`src/hw/rtl/dwmf_pkg.sv`:
```
package dwmf_pkg;

  localparam int DEPTH_W      = 16;
  localparam int ROW_W        = 12;
  localparam int FW_W         = 10;
  localparam int MIN_COUNT_W  = 4;
  localparam int CFG_IDX_W    = 3;
  localparam int CFG_DATA_W   = 16;
  localparam int HEIGHT_LIMIT = 4095;

  localparam logic [CFG_IDX_W-1:0] CFG_FRAME_WIDTH    = 3'd0;
  localparam logic [CFG_IDX_W-1:0] CFG_FRAME_HEIGHT   = 3'd1;
  localparam logic [CFG_IDX_W-1:0] CFG_DEPTH_TOL      = 3'd2;
  localparam logic [CFG_IDX_W-1:0] CFG_FALLBACK_DEPTH = 3'd3;
  localparam logic [CFG_IDX_W-1:0] CFG_MIN_COUNT      = 3'd4;

  localparam logic OP_PIXEL = 1'b0;
  localparam logic OP_FLUSH = 1'b1;

  localparam logic [FW_W-1:0]        RST_FRAME_WIDTH    = 10'd512;
  localparam logic [ROW_W-1:0]       RST_FRAME_HEIGHT   = 12'd424;
  localparam logic [DEPTH_W-1:0]     RST_DEPTH_TOL      = 16'd50;
  localparam logic [DEPTH_W-1:0]     RST_FALLBACK_DEPTH = 16'd4500;
  localparam logic [MIN_COUNT_W-1:0] RST_MIN_COUNT      = 4'd4;

  typedef struct packed {
    logic               op;
    logic [DEPTH_W-1:0] depth_mm;
  } dwmf_in_t;

  typedef struct packed {
    logic [DEPTH_W-1:0] filtered_depth;
    logic               frame_last;
  } dwmf_out_t;

  typedef struct packed {
    logic [FW_W-1:0]        frame_width;
    logic [ROW_W-1:0]       frame_height;
    logic [DEPTH_W-1:0]     depth_tol;
    logic [DEPTH_W-1:0]     fallback_depth;
    logic [MIN_COUNT_W-1:0] min_count;
  } dwmf_cfg_t;

  typedef enum logic [2:0] {
    ST_IDLE,
    ST_CTR,
    ST_SCAN,
    ST_LAST,
    ST_DEC,
    ST_DIVW,
    ST_OUT
  } dwmf_state_t;

endpackage

```
`src/hw/rtl/dwmf_div.sv`:
```
module dwmf_div #(
  parameter int DIVIDEND_W = 20,
  parameter int DIVISOR_W  = 4
) (
  input  logic                         clk,
  input  logic                         rst_n,
  input  logic                         start,
  input  logic [DIVIDEND_W-1:0]        dividend,
  input  logic [DIVISOR_W-1:0]         divisor,
  output logic                         done,
  output logic [dwmf_pkg::DEPTH_W-1:0] quotient
);
  import dwmf_pkg::*;

  localparam int STEP_W = $clog2(DEPTH_W);

  logic [DIVIDEND_W-1:0] rem_r;
  logic [DIVIDEND_W-1:0] dsr_r;
  logic [DEPTH_W-1:0]    q_r;
  logic [STEP_W-1:0]     step_r;
  logic                  busy_r;
  logic                  done_r;
  logic                  ge;

  assign ge       = rem_r >= dsr_r;
  assign done     = done_r;
  assign quotient = q_r;

  // restoring division, one quotient bit per cycle, msb first
  always_ff @(posedge clk) begin
    if (!rst_n) begin
      busy_r <= 1'b0;
      done_r <= 1'b0;
      step_r <= '0;
    end else begin
      done_r <= 1'b0;
      if (start) begin
        busy_r <= 1'b1;
        step_r <= '0;
      end else if (busy_r) begin
        step_r <= step_r + STEP_W'(1);
        if (step_r == STEP_W'(DEPTH_W - 1)) begin
          busy_r <= 1'b0;
          done_r <= 1'b1;
        end
      end
    end
  end

  always_ff @(posedge clk) begin
    if (start) begin
      rem_r <= dividend;
      dsr_r <= DIVIDEND_W'(divisor) << (DEPTH_W - 1);
      q_r   <= '0;
    end else if (busy_r) begin
      if (ge) begin
        rem_r <= rem_r - dsr_r;
      end
      dsr_r <= dsr_r >> 1;
      q_r   <= {q_r[DEPTH_W-2:0], ge};
    end
  end

endmodule

```
`config.mk`:
```
export PLATFORM = sky130hd
export DESIGN_NAME = dwmf_div
export DESIGN_NICKNAME = d
export VERILOG_FILES = /design/src/hw/rtl/dwmf_pkg.sv /design/src/hw/rtl/dwmf_div.sv
export SDC_FILE = /design/constraint.sdc
export NUM_CORES = 1
export LEC_CHECK = 0
export CORE_MARGIN = 2
export CORE_UTILIZATION = 57
export CTS_CLUSTER_DIAMETER = 40
export CTS_CLUSTER_SIZE = 24
export DETAILED_ROUTE_END_ITERATION = 12
export DONT_BUFFER_PORTS = 1
export GPL_TIMING_DRIVEN = 0
export PLACE_DENSITY = 0.75
export SYNTH_ARGS = -nofsm -noshare
export SYNTH_HDL_FRONTEND = slang
export SYNTH_SLANG_ARGS = --single-unit
```
`constraint.sdc`:
```
create_clock -name clk -period 3.2 [get_ports clk]
set_clock_uncertainty 0.15 [all_clocks]
set_input_delay 0 -clock clk [delete_from_list [all_inputs] [get_ports clk]]
set_output_delay 0 -clock clk [all_outputs]
set_load 0.02 [all_outputs]
```
==> results of run 1 <==
==> how the worst max path moves through the flow <==
stage                                to  slack (ns)  cells after the start
floorplan            rem_r[0]$_DFFE_PP_        0.38                     10
global placement     rem_r[9]$_DFFE_PP_       -0.09                     10
detailed placement   rem_r[9]$_DFFE_PP_       -0.17                     10
CTS                  rem_r[4]$_DFFE_PP_        0.09                      8
global route         rem_r[7]$_DFFE_PP_        0.03                      8
finish              rem_r[10]$_DFFE_PP_        0.12                      8
==> cells in the final DEF (no fill, tap or decap), drive strengths merged, types with 3 or more instances in the layout <==
| cell | n |
|---|---|
| a21o | 6 |
| a21oi | 14 |
| a31oi | 5 |
| and2 | 3 |
| buf | 4 |
| clkbuf | 23 |
| clkinv | 3 |
| dfxtp | 37 |
| dlygate4sd3 | 25 |
| edfxtp | 24 |
| ha | 20 |
| inv | 28 |
| mux2i | 31 |
| nand2 | 42 |
| nand2b | 5 |
| nand3 | 7 |
| nor2 | 48 |
| nor2b | 3 |
| nor3 | 4 |
| o211ai | 8 |
| o21ai | 24 |
| o31ai | 3 |
| xnor2 | 10 |
| xor2 | 4 |
==> cell type report <==
cell class              instances  area share
inverters                      26      0.0243
clock buffers                  11      0.0434
repair buffers                 25      0.0624
clock inverters                 5     0.00936
multi-input cells             263       0.457
flip-flops and latches         61       0.365
well taps                      75      0.0234
plain buffers                  16      0.0156
==> registers in the layout, indices dropped and copies added (netlist names) <==
register and flops:
rem_r 20, step_r 4, dsr_r 19, busy_r 1
quotient 16, done 1
==> synthesized netlist by cell type (3+ instances only) <==
library cell,count,area (um2)
nor2_1,48,180
nand2_1,42,158
dfxtp_1,37,741
mux2i_1,31,310
inv_1,26,97.6
edfxtp_1,24,721
ha_1,20,250
o21ai_0,20,100
a21oi_1,12,60.1
clkbuf_1,12,45.0
xnor2_1,10,87.6
o211ai_1,8,60.1
nand3_1,6,30.0
a21o_1,5,37.5
nand2b_1,5,31.3
nor3_1,4,20.0
o21ai_1,4,20.0
xor2_1,4,35.0
a31oi_1,3,18.8
nor2b_1,3,18.8
o31ai_1,3,22.5
==> through the flow <==
stage	util	std cells
final	0.685	482
after global routing	0.685	482
after CTS	0.679	481
after detailed placement	0.598	440
after global placement	0.598	440
after floorplan	-	365
==> report_power, final <==
| part | switching (uW) | total [uW] | internal [uW] |
|---|---|---|---|
| Sequential | 37.8 | 958 | 920 |
| Clock | 334 | 714 | 380 |
| Combinational | 524 | 906 | 381 |
==> logic make-up (layout without fill, tap and decap cells) <==
group,Yosys count,in the layout
adders and majority gates,21,21
xor gates and xnor gates,14,14
AOI/OAI and AO/OA,75,76
and+or+nand+nor,119,119
DFF,61,61
buffers and inverters,42,83
muxes,33,33
==> tightest hold or removal path, cell delays in order <==
cell and delay [ns]:
clkbuf_1 0.23, a21oi_1 0.19, nor2b_1 0.07
==> repair_timing <==
item	in CTS	in global routing
endpoints found under the hold margin	30	0
pin swaps	0	1
gates cloned	0	1
hold buffers	25	0
resized for setup	1	4
setup endpoints to repair	20	20
==> metal layers <==
layer	vias to the layer above	track usage	part of all wire
met1	1294	0.310	0.46
met3	14	0.0567	0.041
met4	0	0.103	0.024
met2	84	0.383	0.47
met5	-	0	0
li1	1358	-	-
==> results.md, run 1 <==
* Max Root-Sink Buffers at 2
* Pleak at 0.00155 uW
* Post-Synth Simple-Gate Area at 0.154
* FF/Latch Area at ~0.0015 mm2
* DIE AREA at ~0.0066 mm2
* RSZ-0062 raised after global routing: false
* Worst VDD drop at 395 uV
* Least-Margin Pin Slew at 0.783 ns
* First-pass GRT wire length at roughly 12 mm
* Max cap viols at 0
* Synth Area in XOR/XNOR at 0.0361
* Die Wd at 81.2 um
* Number of synthesis warnings at 0
* Mux cell area share after synthesis at 0.0979
* Number of flops mapped to enable cells by yosys at 24
* Mapped cell area at 0.00340 mm2
* Clk Latency, worst-skew pair at about 0.35 ns
* Reg2reg end: rem_r[10]$_DFFE_PP_
* Clock Sinks at roughly 60
* Die H at 81.2 um
* Dpl ws at -0.168 ns
* Compound-Gate Fraction of Synth Area at 0.156
* Gate count after technology mapping at between 300 and 400
* Clk root buf: clkbuf_8
* Initial core utilization at 0.581
* Critical path origin: dsr_r[11]$_SDFFE_PP0P_
* Area Growth Syn to Fin at 17.9%
* CTS H-tree lvls at 3
* Core box area at just under 0.006 mm2
* Vias/cell at ~5.7
* Post-route setup slack at about 0.12 ns
* Period utilization at 0.962
* Type of the worst setup path: flip-flop to flip-flop
* CTS buffer count at 9
* DR pass1 iterations at 5
* Synth Area per Inst at around 9.3 um2
* HPWL after DPL at approximately 5.3 mm
* Setup violators final at 0
* Fmax at about 0.32 GHz
* Port-buffer cells at 0
* Critical-path top delay cell: o211ai_1
* Pins over their slew limit at 0
* GRT Total Usage at 0.239
* Flop and latch count out of synthesis at 61
* Reg2reg start: dsr_r[11]$_SDFFE_PP0P_
* Seq/Total Area, Yosys at 0.430
* WP data required at a little over 3 ns
* Placed Area at approximately 0.0035 mm2
* Largest family of logic cells by synthesized area: compound AO/OA/AOI/OAI gates
* Synth Area in Adders at 0.0795
* Final worst path period need at 3.08 ns
* Largest net degree at the start of global routing at 21
* Final hold slack at ~0.043 ns
* Antenna cells at 0
* Row count at 28
* DRC at 0
* Vias in the first global route at about 2.6k
* Share of cells above drive strength 1 at 0.0835
* Layout filler cell count at around 470
* PnR Total Power at about 2600 uW
* Routed len/inst at 15.8 um
* Ys async rst share at 0
* Total grt overflow at 0
* WHS Endpoint: busy_r$_SDFF_PN0_
* Max_slew headroom at 0.478
* RePlAce Congestion at 0.876
* Area of the multi-input gates at around 0.0018 mm2
* Worst path bufs/invs at 1
* Clock transition at path regs at ~0.08 ns
* Status: completed
* Reg2reg path depth at 8
* Hold Vio Cnt, Final at 0
* CP Capture Type: flip-flop
* Distinct cells, synth at 48
* I/O Pins at 44
* CP delay by family, top: compound AO/OA/AOI/OAI gates
* Number of setup buffers added after CTS at 0
* Routed vias at ~2.8k
* Post-route ant nets at 0
* DRT iter0 DRCs at 190
* WHS Path Cells at 3
* CP Max Fanout at 10
* TritonCTS clock tree: built
* R2R Setup Slk at 0.12 ns
* Most used DFF post-synth: dfxtp_1
* Antenna violations before repair at 0
* Post-Route WL at ~7.6 mm
* Final #Nets at 450
* Crit path cell chain: inv_1, ha_1, a21oi_2, o21ai_1, o41ai_4, o41ai_1, o211ai_1, a31oi_4
* Syn nets at slightly above 400
* Worst hold path class: primary input to flip-flop
* CP peak stage delay at roughly 0.54 ns
* Pwr dens at around 640 mW/mm2
* Hold Path Origin: start
* Final Cell Area at between 0.004 and 0.005 mm2
* Crit path DAT at ~3 ns
* Startpoint types: flip-flop
* Setup TNS after final layout at 0 ns
Power figures use the tool's default switching activity.
==> inputs of run 2 (changes only) <==
--- a/config.mk
+++ b/config.mk
@@ -5,7 +5,6 @@
 export SDC_FILE = /design/constraint.sdc
 export NUM_CORES = 1
 export LEC_CHECK = 0
-export CORE_MARGIN = 2
 export CORE_UTILIZATION = 57
 export CTS_CLUSTER_DIAMETER = 40
 export CTS_CLUSTER_SIZE = 24
@@ -13,6 +12,7 @@
 export DONT_BUFFER_PORTS = 1
 export GPL_TIMING_DRIVEN = 0
 export PLACE_DENSITY = 0.75
+export RECOVER_POWER = 25
 export SYNTH_ARGS = -nofsm -noshare
 export SYNTH_HDL_FRONTEND = slang
 export SYNTH_SLANG_ARGS = --single-unit
==> constraint.sdc (replaced) <==
create_clock -name clk -period 2.79 [get_ports clk]
set_clock_uncertainty 0.15 [all_clocks]
set_input_delay 0 -clock clk [delete_from_list [all_inputs] [get_ports clk]]
set_output_delay 0 -clock clk [all_outputs]
set_load 0.02 [all_outputs]
==> run 2 against run 1 <==
Net effect:
- first-iteration DRC count is the same
- via count is essentially flat
- highest routed layer unchanged
- register-to-register slack lost 0.10 ns
- wire length grew 2.3%
- critical path depth grew 4
- non-clock buffer count grew 8
==> results.md, run 2 (synthesis gave the netlist of run 1 again) <==
* Final Cell Area at 0.00413 mm2
* Die Wd at approximately 79 um
* Vias/cell at between 5 and 6
* Die H at slightly below 80 um
* First-pass GRT wire length at between 10 and 15 mm
* I/O Pins at 44
* GRT Total Usage at 0.258
* DRT iter0 DRCs at 190
* Core Util, Final at 0.733
* Status: completed
* Initial core utilization at 0.603
* CP delay by family, top: compound AO/OA/AOI/OAI gates
* Period utilization at 0.994
* Setup TNS after final layout at 0 ns
* DRC at 0
* Routed vias at 2749
* Pwr dens at ~740 mW/mm2
* Pleak at around 0.0016 uW
* Startpoint types: flip-flop
* Crit path DAT at 2.74 ns
* RePlAce Congestion at around 0.85
* Share of cells above drive strength 1 at 0.118
* Largest register FFs at 20
* Total grt overflow at 0
* Clk root buf: clkbuf_8
* Type of the worst setup path: flip-flop to flip-flop
* CP Max Fanout at 10
* Most frequent cells in the layout: nor2_1, nand2_1, dfxtp_1
* Power share of the clock group at 0.275
* CTS buffer count at 9
* Pins over their slew limit at 0
* Largest net degree at the start of global routing at 13
* Least-Margin Pin Slew at ~1.2 ns
* Routed len/inst at about 16 um
* Sw Pwr at approximately 1000 uW
* CTS H-tree lvls at 3
* Antenna cells at 0
* HPWL after DPL at between 5 and 6 mm
* Hold Vio Cnt, Final at 0
* Max Root-Sink Buffers at 2
* Cell Int Power at 2030 uW
* Clock Sinks at between 60 and 70
* Placed Area at around 0.0035 mm2
* Row count at 27
* Clock transition at path regs at ~0.070 ns
* Vias in the first global route at roughly 2.5k
* Commonest non-fill, non-tap cell in the layout: nor2_1
* Post-Route WL at 7.81 mm
* Uppermost layer routed: met4
* M1 WL at between 3 and 4 mm
* Post-route ant nets at 0
* Worst VDD drop at between 400 and 500 uV
* Layout filler cell count at 420
* Worst path bufs/invs at 4
* Gate power share at 0.367
* Setup violators final at 0
* Area Growth Syn to Fin at 21.6%
* Sequential share of power at 0.357
* Antenna violations before repair at 0
* CP Capture Type: flip-flop
* Final #Nets at approximately 460
* Max cap viols at 0
* Crit path cell chain: inv_1, ha_2, inv_2, fa_2, a21o_1, a21oi_2, o211a_4, nor3_2, o211ai_1, buf_4, a31oi_4, buf_12
* Clk Latency, worst-skew pair at 0.35 ns
* WP data required at between 2 and 3 ns
* PnR Total Power at about 3100 uW
* Routed met3 length at 495 um
* Final worst path period need at 2.77 ns
* DR pass1 iterations at 4
* FF/Latch Area at about 0.0015 mm2
* Critical-path top delay cell: edfxtp_1
* Detail Route met2 WL at 3.71 mm
* TritonCTS clock tree: built
* Port-buffer cells at 0
* Largest register by flop count: rem_r
* Fmax at about 0.36 GHz
* Max_slew headroom at 0.224
* Core box area at ~0.0056 mm2
* DIE AREA at ~0.0063 mm2
* Sw Share at 0.340
* Worst hold path class: primary input to flip-flop
* CP peak stage delay at a little under 0.4 ns
* Area of the multi-input gates at between 0.0015 and 0.002 mm2
## run 2: final timing paths
kind	startpoint	end	depth (start not counted)	slack, ns
max	rem_r[0]$_DFFE_PP_	rem_r[15]$_DFFE_PP_	12	0.02
min	start	busy_r$_SDFF_PN0_	3	0.03
max reg2reg	rem_r[0]$_DFFE_PP_	rem_r[15]$_DFFE_PP_	12	0.02
min reg2reg	step_r[3]$_SDFFE_PP0P_	done$_SDFF_PP0_	2	0.32
## run 2: area by class of cell
type	instances	share of cell area
Buffer	16	0.0151
Clock buffer	13	0.0490
Tap cell	72	0.0218
Multi-Input combinational cell	264	0.454
Timing Repair Buffer	33	0.0781
Clock inverter	3	0.00484
Sequential cell	61	0.354
Inverter	26	0.0236
## run 2: worst min-delay path: cells and delay by family
| family | cells | cell delay, ns |
|---|---|---|
| AO/OA/AOI/OAI | 1 | 0.19 |
| AND/OR/NAND/NOR | 1 | 0.05 |
| buffers and inverters | 1 | 0.23 |
## run 2: power groups by stage
stage	clock [uW]	combinational, uW	sequential, uW
floorplan	0	782	1100
global placement	0	924	1110
finish	847	1130	1100
global route	901	1240	1110
CTS	856	1050	1100
detailed placement	0	945	1120
## run 2: layer usage
layer  vias to the layer above  GRT usage
li1                       1375          -
met4                         0      0.127
met3                        14     0.0494
met1                      1277      0.329
met5                         -          0
met2                        83      0.417
## run 2: what timing repair did
item                                    in CTS  in global routing
cloned                                       2                  0
endpoints found under the setup margin      20                 21
hold buffers                                25                  0
pin swaps                                    7                  6
gates resized for setup                      7                  5
setup buffers                                4                  4
hold endpoints to repair                    30                  0
## run 2: stage by stage
stage / hold WS, ns / setup slack, ns / std cells
global route: 0.0860 / -0.0169 / 488
CTS: 0.0163 / -0.0228 / 484
detailed placement: -0.0143 / -0.193 / 437
global placement: -0.0181 / -0.155 / 437
floorplan: -0.0218 / 0.188 / 365
finish: 0.0319 / 0.0164 / 488
